File: src/rmc_pkg.sv
// Package for the Modbus-RTU reply checker: status and function codes,
// register indexes, the queue entry type and the CRC-16/Modbus byte step.
// Depends on nothing; every other file imports it.
package rmc_pkg;

  localparam logic [2:0] ST_OK        = 3'd0;
  localparam logic [2:0] ST_SHORT     = 3'd1;
  localparam logic [2:0] ST_CRC       = 3'd2;
  localparam logic [2:0] ST_ADDRESS   = 3'd3;
  localparam logic [2:0] ST_EXCEPTION = 3'd4;
  localparam logic [2:0] ST_FUNCTION  = 3'd5;
  localparam logic [2:0] ST_LENGTH    = 3'd6;

  localparam logic [7:0] FC_READ        = 8'h03;
  localparam logic [7:0] FC_WRITE_ONE   = 8'h06;
  localparam logic [7:0] FC_WRITE_MANY  = 8'h10;
  localparam int         FC_EXC_BIT     = 7;
  localparam logic [7:0] ADDR_BROADCAST = 8'h00;
  localparam logic [7:0] ADDR_ANY       = 8'hFF;

  localparam logic [15:0] CRC_INIT = 16'hFFFF;
  localparam logic [15:0] CRC_POLY = 16'hA001;

  localparam logic [1:0] REG_DEVICE_ADDRESS     = 2'd0;
  localparam logic [1:0] REG_EXPECTED_FUNCTION  = 2'd1;
  localparam logic [1:0] REG_EXPECTED_REGISTERS = 2'd2;

  typedef struct packed {
    logic        pvalid;
    logic [7:0]  data;
    logic        last;
    logic        short_f;
    logic        rd_len_ok;
    logic        wr_len_ok;
    logic [15:0] rx_crc;
    logic [15:0] run_crc;
    logic [7:0]  addr;
    logic [7:0]  func;
    logic [7:0]  third;
  } rmc_item_t;

  function automatic logic [15:0] crc_feed(input logic [15:0] crc, input logic [7:0] b);
    logic [15:0] c;
    c = crc ^ {8'h00, b};
    for (int k = 0; k < 8; k++) begin
      if (c[0]) begin
        c = (c >> 1) ^ CRC_POLY;
      end else begin
        c = c >> 1;
      end
    end
    return c;
  endfunction

endpackage

File: src/rmc_front.sv
// Front end of the reply checker: accepts bytes, tracks frame position,
// header bytes, the CRC delay line and the running CRC, and classifies length.
// Depends on rmc_pkg.
module rmc_front
  import rmc_pkg::*;
#(
  parameter int MAX_FRAME_BYTES = 256
) (
  input  logic       clk,
  input  logic       rst_n,
  input  logic       in_valid,
  output logic       in_stall,
  input  logic [7:0] in_rx_byte,
  input  logic       in_last_byte,
  input  logic [7:0] expected_function,
  input  logic [6:0] expected_registers,
  input  logic       q_full,
  output logic       q_push,
  output rmc_item_t  q_item
);

  localparam int IDX_W = $clog2(MAX_FRAME_BYTES + 1);

  logic [IDX_W-1:0] idx_r, idx_nxt, len;
  logic [15:0]      crc_r, crc_nxt;
  logic [7:0]       addr_r, addr_nxt;
  logic [7:0]       func_r, func_nxt;
  logic [7:0]       third_r, third_nxt;
  logic [7:0]       d1_r, d1_nxt;
  logic [7:0]       d2_r, d2_nxt;
  logic             take, acc;
  logic [8:0]       idx9, len9, data_end;

  assign in_stall = q_full;
  assign take     = in_valid && !q_full;
  assign q_push   = take;

  always_comb begin
    acc       = idx_r < IDX_W'(MAX_FRAME_BYTES);
    idx9      = 9'(idx_r);
    data_end  = 9'd3 + {1'b0, expected_registers, 1'b0};
    crc_nxt   = (acc && idx9 >= 9'd2) ? crc_feed(crc_r, d2_r) : crc_r;
    d2_nxt    = acc ? d1_r : d2_r;
    d1_nxt    = acc ? in_rx_byte : d1_r;
    addr_nxt  = (acc && idx9 == 9'd0) ? in_rx_byte : addr_r;
    func_nxt  = (acc && idx9 == 9'd1) ? in_rx_byte : func_r;
    third_nxt = (acc && idx9 == 9'd2) ? in_rx_byte : third_r;
    len       = acc ? idx_r + IDX_W'(1) : idx_r;
    idx_nxt   = len;
    len9      = 9'(len);

    q_item.pvalid    = acc && idx9 >= 9'd3 && idx9 < data_end &&
                       func_r == FC_READ && expected_function == FC_READ;
    q_item.data      = in_rx_byte;
    q_item.last      = in_last_byte;
    q_item.short_f   = len9 < 9'd4;
    q_item.rd_len_ok = len9 == data_end + 9'd2;
    q_item.wr_len_ok = len9 == 9'd8;
    q_item.rx_crc    = {d1_nxt, d2_nxt};
    q_item.run_crc   = crc_nxt;
    q_item.addr      = addr_nxt;
    q_item.func      = func_nxt;
    q_item.third     = third_nxt;
  end

  always_ff @(posedge clk) begin
    if (!rst_n) begin
      idx_r   <= '0;
      crc_r   <= CRC_INIT;
      addr_r  <= '0;
      func_r  <= '0;
      third_r <= '0;
      d1_r    <= '0;
      d2_r    <= '0;
    end else if (take) begin
      if (in_last_byte) begin
        idx_r   <= '0;
        crc_r   <= CRC_INIT;
        addr_r  <= '0;
        func_r  <= '0;
        third_r <= '0;
        d1_r    <= '0;
        d2_r    <= '0;
      end else begin
        idx_r   <= idx_nxt;
        crc_r   <= crc_nxt;
        addr_r  <= addr_nxt;
        func_r  <= func_nxt;
        third_r <= third_nxt;
        d1_r    <= d1_nxt;
        d2_r    <= d2_nxt;
      end
    end
  end

endmodule

File: src/rmc_queue.sv
// Two-entry queue of classified bytes between the front and back ends.
// Depends on rmc_pkg for the entry type.
module rmc_queue
  import rmc_pkg::*;
(
  input  logic      clk,
  input  logic      rst_n,
  input  logic      push,
  input  rmc_item_t push_item,
  input  logic      pop,
  output rmc_item_t head,
  output logic      empty,
  output logic      full
);

  rmc_item_t   mem_r [2];
  logic        wptr_r, rptr_r;
  logic [1:0]  cnt_r;

  assign empty = cnt_r == 2'd0;
  assign full  = cnt_r == 2'd2;
  assign head  = mem_r[rptr_r];

  always_ff @(posedge clk) begin
    if (push) begin
      mem_r[wptr_r] <= push_item;
    end
  end

  always_ff @(posedge clk) begin
    if (!rst_n) begin
      wptr_r <= 1'b0;
      rptr_r <= 1'b0;
      cnt_r  <= 2'd0;
    end else begin
      if (push) begin
        wptr_r <= ~wptr_r;
      end
      if (pop) begin
        rptr_r <= ~rptr_r;
      end
      if (push && !pop) begin
        cnt_r <= cnt_r + 2'd1;
      end else if (pop && !push) begin
        cnt_r <= cnt_r - 2'd1;
      end
    end
  end

endmodule

File: src/rmc_back.sv
// Back end of the reply checker: judges frame status in priority order and
// holds the result transaction in an output register.
// Depends on rmc_pkg.
module rmc_back
  import rmc_pkg::*;
(
  input  logic       clk,
  input  logic       rst_n,
  input  rmc_item_t  head,
  input  logic       q_empty,
  output logic       q_pop,
  input  logic [7:0] device_address,
  input  logic [7:0] expected_function,
  output logic       out_valid,
  input  logic       out_stall,
  output logic       out_payload_valid,
  output logic [7:0] out_payload_byte,
  output logic       out_frame_done,
  output logic [2:0] out_status,
  output logic [7:0] out_exception_code
);

  logic       valid_r;
  logic       pvalid_r;
  logic [7:0] data_r;
  logic       done_r;
  logic [2:0] status_r, status_nxt;
  logic [7:0] exc_r, exc_nxt;

  assign q_pop = !q_empty && (!valid_r || !out_stall);

  always_comb begin
    status_nxt = ST_OK;
    exc_nxt    = 8'h00;
    if (head.last) begin
      if (head.short_f) begin
        status_nxt = ST_SHORT;
      end else if (head.rx_crc != head.run_crc) begin
        status_nxt = ST_CRC;
      end else if (head.addr != device_address && head.addr != ADDR_BROADCAST &&
                   head.addr != ADDR_ANY) begin
        status_nxt = ST_ADDRESS;
      end else if (head.func[FC_EXC_BIT]) begin
        status_nxt = ST_EXCEPTION;
        exc_nxt    = head.third;
      end else if (head.func != expected_function) begin
        status_nxt = ST_FUNCTION;
      end else if (head.func == FC_READ) begin
        status_nxt = head.rd_len_ok ? ST_OK : ST_LENGTH;
      end else if (head.func == FC_WRITE_ONE || head.func == FC_WRITE_MANY) begin
        status_nxt = head.wr_len_ok ? ST_OK : ST_LENGTH;
      end else begin
        status_nxt = ST_LENGTH;
      end
    end
  end

  always_ff @(posedge clk) begin
    if (q_pop) begin
      pvalid_r <= head.pvalid;
      data_r   <= head.data;
      done_r   <= head.last;
      status_r <= status_nxt;
      exc_r    <= exc_nxt;
    end
  end

  always_ff @(posedge clk) begin
    if (!rst_n) begin
      valid_r <= 1'b0;
    end else if (q_pop) begin
      valid_r <= 1'b1;
    end else if (!out_stall) begin
      valid_r <= 1'b0;
    end
  end

  assign out_valid          = valid_r;
  assign out_payload_valid  = pvalid_r;
  assign out_payload_byte   = data_r;
  assign out_frame_done     = done_r;
  assign out_status         = status_r;
  assign out_exception_code = exc_r;

endmodule

File: src/modbus_rtu_response_checker_core.sv
// Top level of the Modbus-RTU reply checker: configuration registers and the
// front end, queue and back end. Depends on rmc_pkg, rmc_front, rmc_queue, rmc_back.
//
// Usage: reply bytes enter on the in_ channel (in_rx_byte, in_last_byte on
// the final byte), one transaction per byte, accepted when in_valid is high
// and in_stall is low. Each byte yields exactly one result transaction on
// the out_ channel: the byte passed through, its payload flag, frame_done,
// and on the last byte the status and exception code.
// Throughput is one byte per cycle while the receiver does not stall; the unrolled
// eight-bit CRC step of the front end sets the critical loop. Each accepted byte passes
// from the front end into the two-entry queue, then into the output register.
// When the receiver stalls, the output register holds and the queue absorbs
// up to two more bytes before in_stall rises.
// Reset clears the frame state, the queue and the output valid flag and loads
// device_address 1, expected_function 3 and expected_registers 1. The APB
// port (pready always high) holds the three registers at byte addresses
// 0, 4 and 8; write them only while the block is idle.
module modbus_rtu_response_checker_core
  import rmc_pkg::*;
#(
  parameter int MAX_FRAME_BYTES = 256
) (
  input  logic        clk,
  input  logic        rst_n,
  input  logic        in_valid,
  output logic        in_stall,
  input  logic [7:0]  in_rx_byte,
  input  logic        in_last_byte,
  output logic        out_valid,
  input  logic        out_stall,
  output logic        out_payload_valid,
  output logic [7:0]  out_payload_byte,
  output logic        out_frame_done,
  output logic [2:0]  out_status,
  output logic [7:0]  out_exception_code,
  input  logic        psel,
  input  logic        penable,
  input  logic        pwrite,
  input  logic [3:0]  paddr,
  input  logic [31:0] pwdata,
  output logic [31:0] prdata,
  output logic        pready
);

  logic [7:0] dev_addr_r;
  logic [7:0] exp_func_r;
  logic [6:0] exp_regs_r;
  logic       wr_en;
  logic [1:0] reg_idx;

  rmc_item_t  push_item, head;
  logic       q_push, q_pop, q_empty, q_full;

  assign pready  = 1'b1;
  assign reg_idx = paddr[3:2];
  assign wr_en   = psel && penable && pwrite;

  always_ff @(posedge clk) begin
    if (!rst_n) begin
      dev_addr_r <= 8'd1;
      exp_func_r <= FC_READ;
      exp_regs_r <= 7'd1;
    end else if (wr_en) begin
      unique case (reg_idx)
        REG_DEVICE_ADDRESS:     dev_addr_r <= pwdata[7:0];
        REG_EXPECTED_FUNCTION:  exp_func_r <= pwdata[7:0];
        REG_EXPECTED_REGISTERS: exp_regs_r <= pwdata[6:0];
        default: ;
      endcase
    end
  end

  always_comb begin
    unique case (reg_idx)
      REG_DEVICE_ADDRESS:     prdata = {24'd0, dev_addr_r};
      REG_EXPECTED_FUNCTION:  prdata = {24'd0, exp_func_r};
      REG_EXPECTED_REGISTERS: prdata = {25'd0, exp_regs_r};
      default:                prdata = 32'd0;
    endcase
  end

  rmc_front #(
    .MAX_FRAME_BYTES(MAX_FRAME_BYTES)
  ) u_front (
    .clk               (clk),
    .rst_n             (rst_n),
    .in_valid          (in_valid),
    .in_stall          (in_stall),
    .in_rx_byte        (in_rx_byte),
    .in_last_byte      (in_last_byte),
    .expected_function (exp_func_r),
    .expected_registers(exp_regs_r),
    .q_full            (q_full),
    .q_push            (q_push),
    .q_item            (push_item)
  );

  rmc_queue u_queue (
    .clk      (clk),
    .rst_n    (rst_n),
    .push     (q_push),
    .push_item(push_item),
    .pop      (q_pop),
    .head     (head),
    .empty    (q_empty),
    .full     (q_full)
  );

  rmc_back u_back (
    .clk               (clk),
    .rst_n             (rst_n),
    .head              (head),
    .q_empty           (q_empty),
    .q_pop             (q_pop),
    .device_address    (dev_addr_r),
    .expected_function (exp_func_r),
    .out_valid         (out_valid),
    .out_stall         (out_stall),
    .out_payload_valid (out_payload_valid),
    .out_payload_byte  (out_payload_byte),
    .out_frame_done    (out_frame_done),
    .out_status        (out_status),
    .out_exception_code(out_exception_code)
  );

endmodule

File: config.mk
export PLATFORM = sky130hd
export DESIGN_NAME = modbus_rtu_response_checker_core
export DESIGN_NICKNAME = d
export VERILOG_FILES = /design/src/rmc_pkg.sv /design/src/rmc_front.sv /design/src/rmc_queue.sv /design/src/rmc_back.sv /design/src/modbus_rtu_response_checker_core.sv
export SDC_FILE = /design/constraint.sdc
export NUM_CORES = 1
export LEC_CHECK = 0
export BUFFER_PORTS_ARGS = -buffer_cell sky130_fd_sc_hd__buf_2
export CAP_MARGIN = 40
export CORE_MARGIN = 10
export CORE_UTILIZATION = 45
export CTS_CLUSTER_SIZE = 14
export DETAILED_ROUTE_END_ITERATION = 7
export GPL_ROUTABILITY_DRIVEN = 0
export GPL_TIMING_DRIVEN = 0
export MAX_ROUTING_LAYER = met4
export PLACE_DENSITY_LB_ADDON = 0.05
export SYNTH_ARGS = -nofsm -noshare
export SYNTH_HDL_FRONTEND = slang
export SYNTH_SLANG_ARGS = --single-unit
File: constraint.sdc
create_clock -name clk -period 7.8 [get_ports clk]
set_input_delay 1.17 -clock clk [delete_from_list [all_inputs] [get_ports clk]]
set_output_delay 1.17 -clock clk [all_outputs]
set_load 0.005 [all_outputs]
==> key figures <==
Floorplan
  • Area of the core: ~0.025 sq mm
  • Die height: 181.3 microns
  • Io pins: ~110
  • Die footprint: 0.03287 sq mm
  • Die width: 181.3 microns
  • Starting Density: 0.4609
  • Cell row count: 58

Timing
  • Slew HR: 0.4058
  • Fin. max-slew vios: 0
  • Tightest Pin Transition: ~0.9 ns
  • Hold slack: slightly below 0.5 ns
  • Fin crit period: 3.870 ns
  • Fin crit share: 0.4962
  • Setup TNS Final: 0 ns
  • Clock Skew: 0.01115 ns
  • Fmax: 258.4 MHz
  • RSZ-0062 raised after global routing: false
  • Endpoints failing setup: 0
  • Fin. Hold Viols: 0

Final layout
  • Fin util: 0.5378
  • Area grow syn2layout: 16.67%
  • Layout cells sized above 1: 0.1967
  • Final instance area: 0.01366 sq mm
  • Fill count: 2176
  • Fin nets: 1144
  • Antenna cells: 0

Worst setup path
  • WS Path Type: primary input to output pin
  • Slowest CP cell: clkbuf_1
  • Crit path largest cell delay: 0.46 ns
  • CP bufs+invs: 4
  • Family with the most delay on the worst path: buffers and inverters
  • Setup slack, reg-to-reg: roughly 4.7 ns
  • Worst r2r src: u_queue.cnt_r[0]$_SDFFE_PN0P_
  • Worst path arrival time: 2.70 ns
  • Setup crit end kind: output pin
  • Worst path cell trace: buf_2, clkbuf_1, clkbuf_1, mux2i_1, nor2_1, buf_2
  • Crit Path Max Fanout: 10
  • Worst r2r path cells: 8
  • Startpoint types: primary input
  • CP Data Required Time: 6.63 ns
  • Worst R2R End: u_queue.cnt_r[1]$_SDFFE_PN0P_

Yosys
  • Largest family of logic cells by synthesized area: simple AND/OR/NAND/NOR gates
  • Mapped Cells: 962
  • Most numerous cell in the Yosys netlist: edfxtp_1
  • Compound-Gate Fraction of Synth Area: 0.07791
  • Cell variety after synth: 58
  • Mean area per synthesized cell: 12.17 sq um
  • Post-synth top cells: edfxtp_1, dfxtp_1, nand2_1
  • Area leader, netlist: edfxtp_1
  • Synthesized cell area: 0.01171 sq mm
  • XOR/XNOR Fraction of Synth Area: 0.07567
  • Synth Register Bits: 253
  • Mux contribution to synthesized area: 0.09683
  • Proportion of netlist area held by the largest area contributor: 0.4078
  • Number of flops mapped to enable cells by yosys: 159
  • Async S/R FF share, synth: 0
  • Register area share after synthesis: 0.5686
  • Post-synthesis adder-cell area fraction: 0.01710
  • Synth Area in Simple Gates: 0.1233
  • Ys Warns: 0
  • Area contributors post-synth: edfxtp_1, dfxtp_1, mux2_2
  • Main synth FF type: edfxtp_1

GRT
  • Initial antenna violation count: 1
  • Largest net degree at the start of global routing: 56
  • Gr ovfl total: 0
  • Total Routing Usage GR: 0.1760
  • Number of global-route vias before repair: ~7500
  • First-pass GRT wire length: 44.86 mm

Clock tree
  • Setup Fix Bufs, Post-CTS: 0
  • Root buf cell: clkbuf_16
  • Hold_buf cts: 0
  • Clock slew at reported path FFs: 0.06 ns
  • H-tree depth: 1
  • Worst-case clock buffer depth: 3
  • Clk sink count: 253
  • TritonCTS Buffers: 28
  • CTS tree: built
  • CTS resizes: 0
  • Clock Latency Late Sink: between 0.5 and 0.6 ns

Place
  • HPWL Detailed: 21.12 mm
  • Port bufs: 55
  • Placed inst area: 0.01264 sq mm

Worst hold path
  • Min-Delay Endpoint: u_front.d1_r[7]$_SDFFE_PN0P_
  • Worst hold path depth: 2
  • Worst Hold Class: flop to flop
  • Worst Min Path Start: u_front.d1_r[7]$_SDFFE_PN0P_

Run
  • Max-cap viol count: 0

Routing
  • 1st-pass router iterations: 5
  • Remaining antenna violation count: 0
  • Vias: 7586
  • Drt first-iter violations: 568
  • DRC viols: 0
  • Vias per inst: between 5 and 6
  • Routed WL per cell: between 20 and 25 microns
  • Total Routed Length: 29.05 mm

Power and ir drop
  • Max VDD drop: around 0.19 mV
  • Pwr dens: about 280 mW/mm^2
  • Pwr Total: 3834 uW
  • Pleak: ~0.0049 uW

Status
  • Status: finished, final reports clean
through the flow:
step,cells,setup slack (ns)
2_1_floorplan,985,2.887
3_3_place_gp,1370,0.6274
3_5_place_dp,1376,3.934
4_1_cts,1428,3.929
5_1_grt,1428,3.783
6_report,1428,3.930
cells in the final DEF, fill, tap and decap left out, types with 18 or more instances in the layout:
cell / instances
xor2_1: 43
xnor2_1: 51
clkbuf_16: 29
conb_1: 25
mux2i_1: 48
nand3b_1: 18
nor2_1: 39
mux2_2: 58
nand3_1: 25
clkbuf_1: 29
edfxtp_1: 159
a22oi_1: 29
nand2_1: 62
nor2b_1: 54
buf_2: 66
a21boi_0: 26
buf_4: 31
dfxtp_1: 94
area by class of cell:
class | count | area [sq um] | area share
flip-flops and latches | 253 | 6656 | 0.4873
multi-input cells | 646 | 4682 | 0.3428
well taps | 330 | 412.9 | 0.03023
inverters | 11 | 41.29 | 0.003023
plain buffers | 75 | 426.7 | 0.03124
clock inverters | 20 | 276.5 | 0.02024
repair buffers | 61 | 416.7 | 0.03050
clock buffers | 32 | 747.0 | 0.05469
layer usage:
layer | global-route usage | part of all wire | wire length [microns] | up-vias
li1 | - | - | - | 3680
met1 | 0.2492 | 0.49 | 14090 | 3667
met3 | 0.02937 | 0.055 | 1602 | 38
met2 | 0.2592 | 0.44 | 12790 | 201
met4 | 0.04003 | 0.020 | 569 | 0
met5 | - | 0 | 0 | -
kinds of logic (layout without fill, tap and decap cells):
logic type | after synthesis | after routing
XOR/XNOR | 97 | 97
AND/OR/NAND/NOR | 269 | 269
flip-flops | 253 | 253
adder cells (fa/ha/maj) | 16 | 16
other | 2 | 25
buffers and inverters | 86 | 199
AO/OA/AOI/OAI | 133 | 133
multiplexers | 106 | 106
worst register-to-register path, delay by kind of cell (launching register included):
| kind | cells | cell delay, ns |
|---|---|---|
| buffers and inverters | 3 | 1.27 |
| and+or+nand+nor | 3 | 0.76 |
| DFF | 1 | 0.41 |
| adders and majority gates | 1 | 0.37 |
| AOI/OAI and AO/OA | 1 | 0.17 |
worst max-delay path by stage:
stage                         from                             end  cells past startpoint
after floorplan           in_valid   u_queue.mem_r[0][0]$_DFFE_PP_                      3
after global placement    in_valid  u_queue.mem_r[0][67]$_DFFE_PP_                      4
after detailed placement  paddr[2]                       prdata[7]                      6
after CTS                 paddr[2]                       prdata[7]                      6
after global routing      paddr[2]                       prdata[6]                      6
final                     paddr[2]                       prdata[7]                      6
flip-flops by register name (all words and copies together), names as in the netlist, 8 cells and up, named ones only:
| signal | cells |
|---|---|
| u_queue.mem_r | 138 |
| u_front.crc_r | 16 |
| u_front.idx9 | 9 |
| dev_addr_r | 8 |
| exp_func_r | 8 |
| u_back.out_exception_code | 8 |
| u_back.out_payload_byte | 8 |
| u_front.addr_r | 8 |
| u_front.d1_r | 8 |
| u_front.d2_r | 8 |
| u_front.func_r | 8 |
| u_front.third_r | 8 |
report_power, final:
group | internal, uW | switching, uW | leakage, uW | total (uW)
Combinational | 284 | 432 | 0.00217 | 716
Clock | 916 | 535 | 0.000505 | 1450
Sequential | 1610 | 55.5 | 0.00218 | 1670
Total | 2810 | 1020 | 0.00486 | 3830
Power figures use the tool's default switching activity.
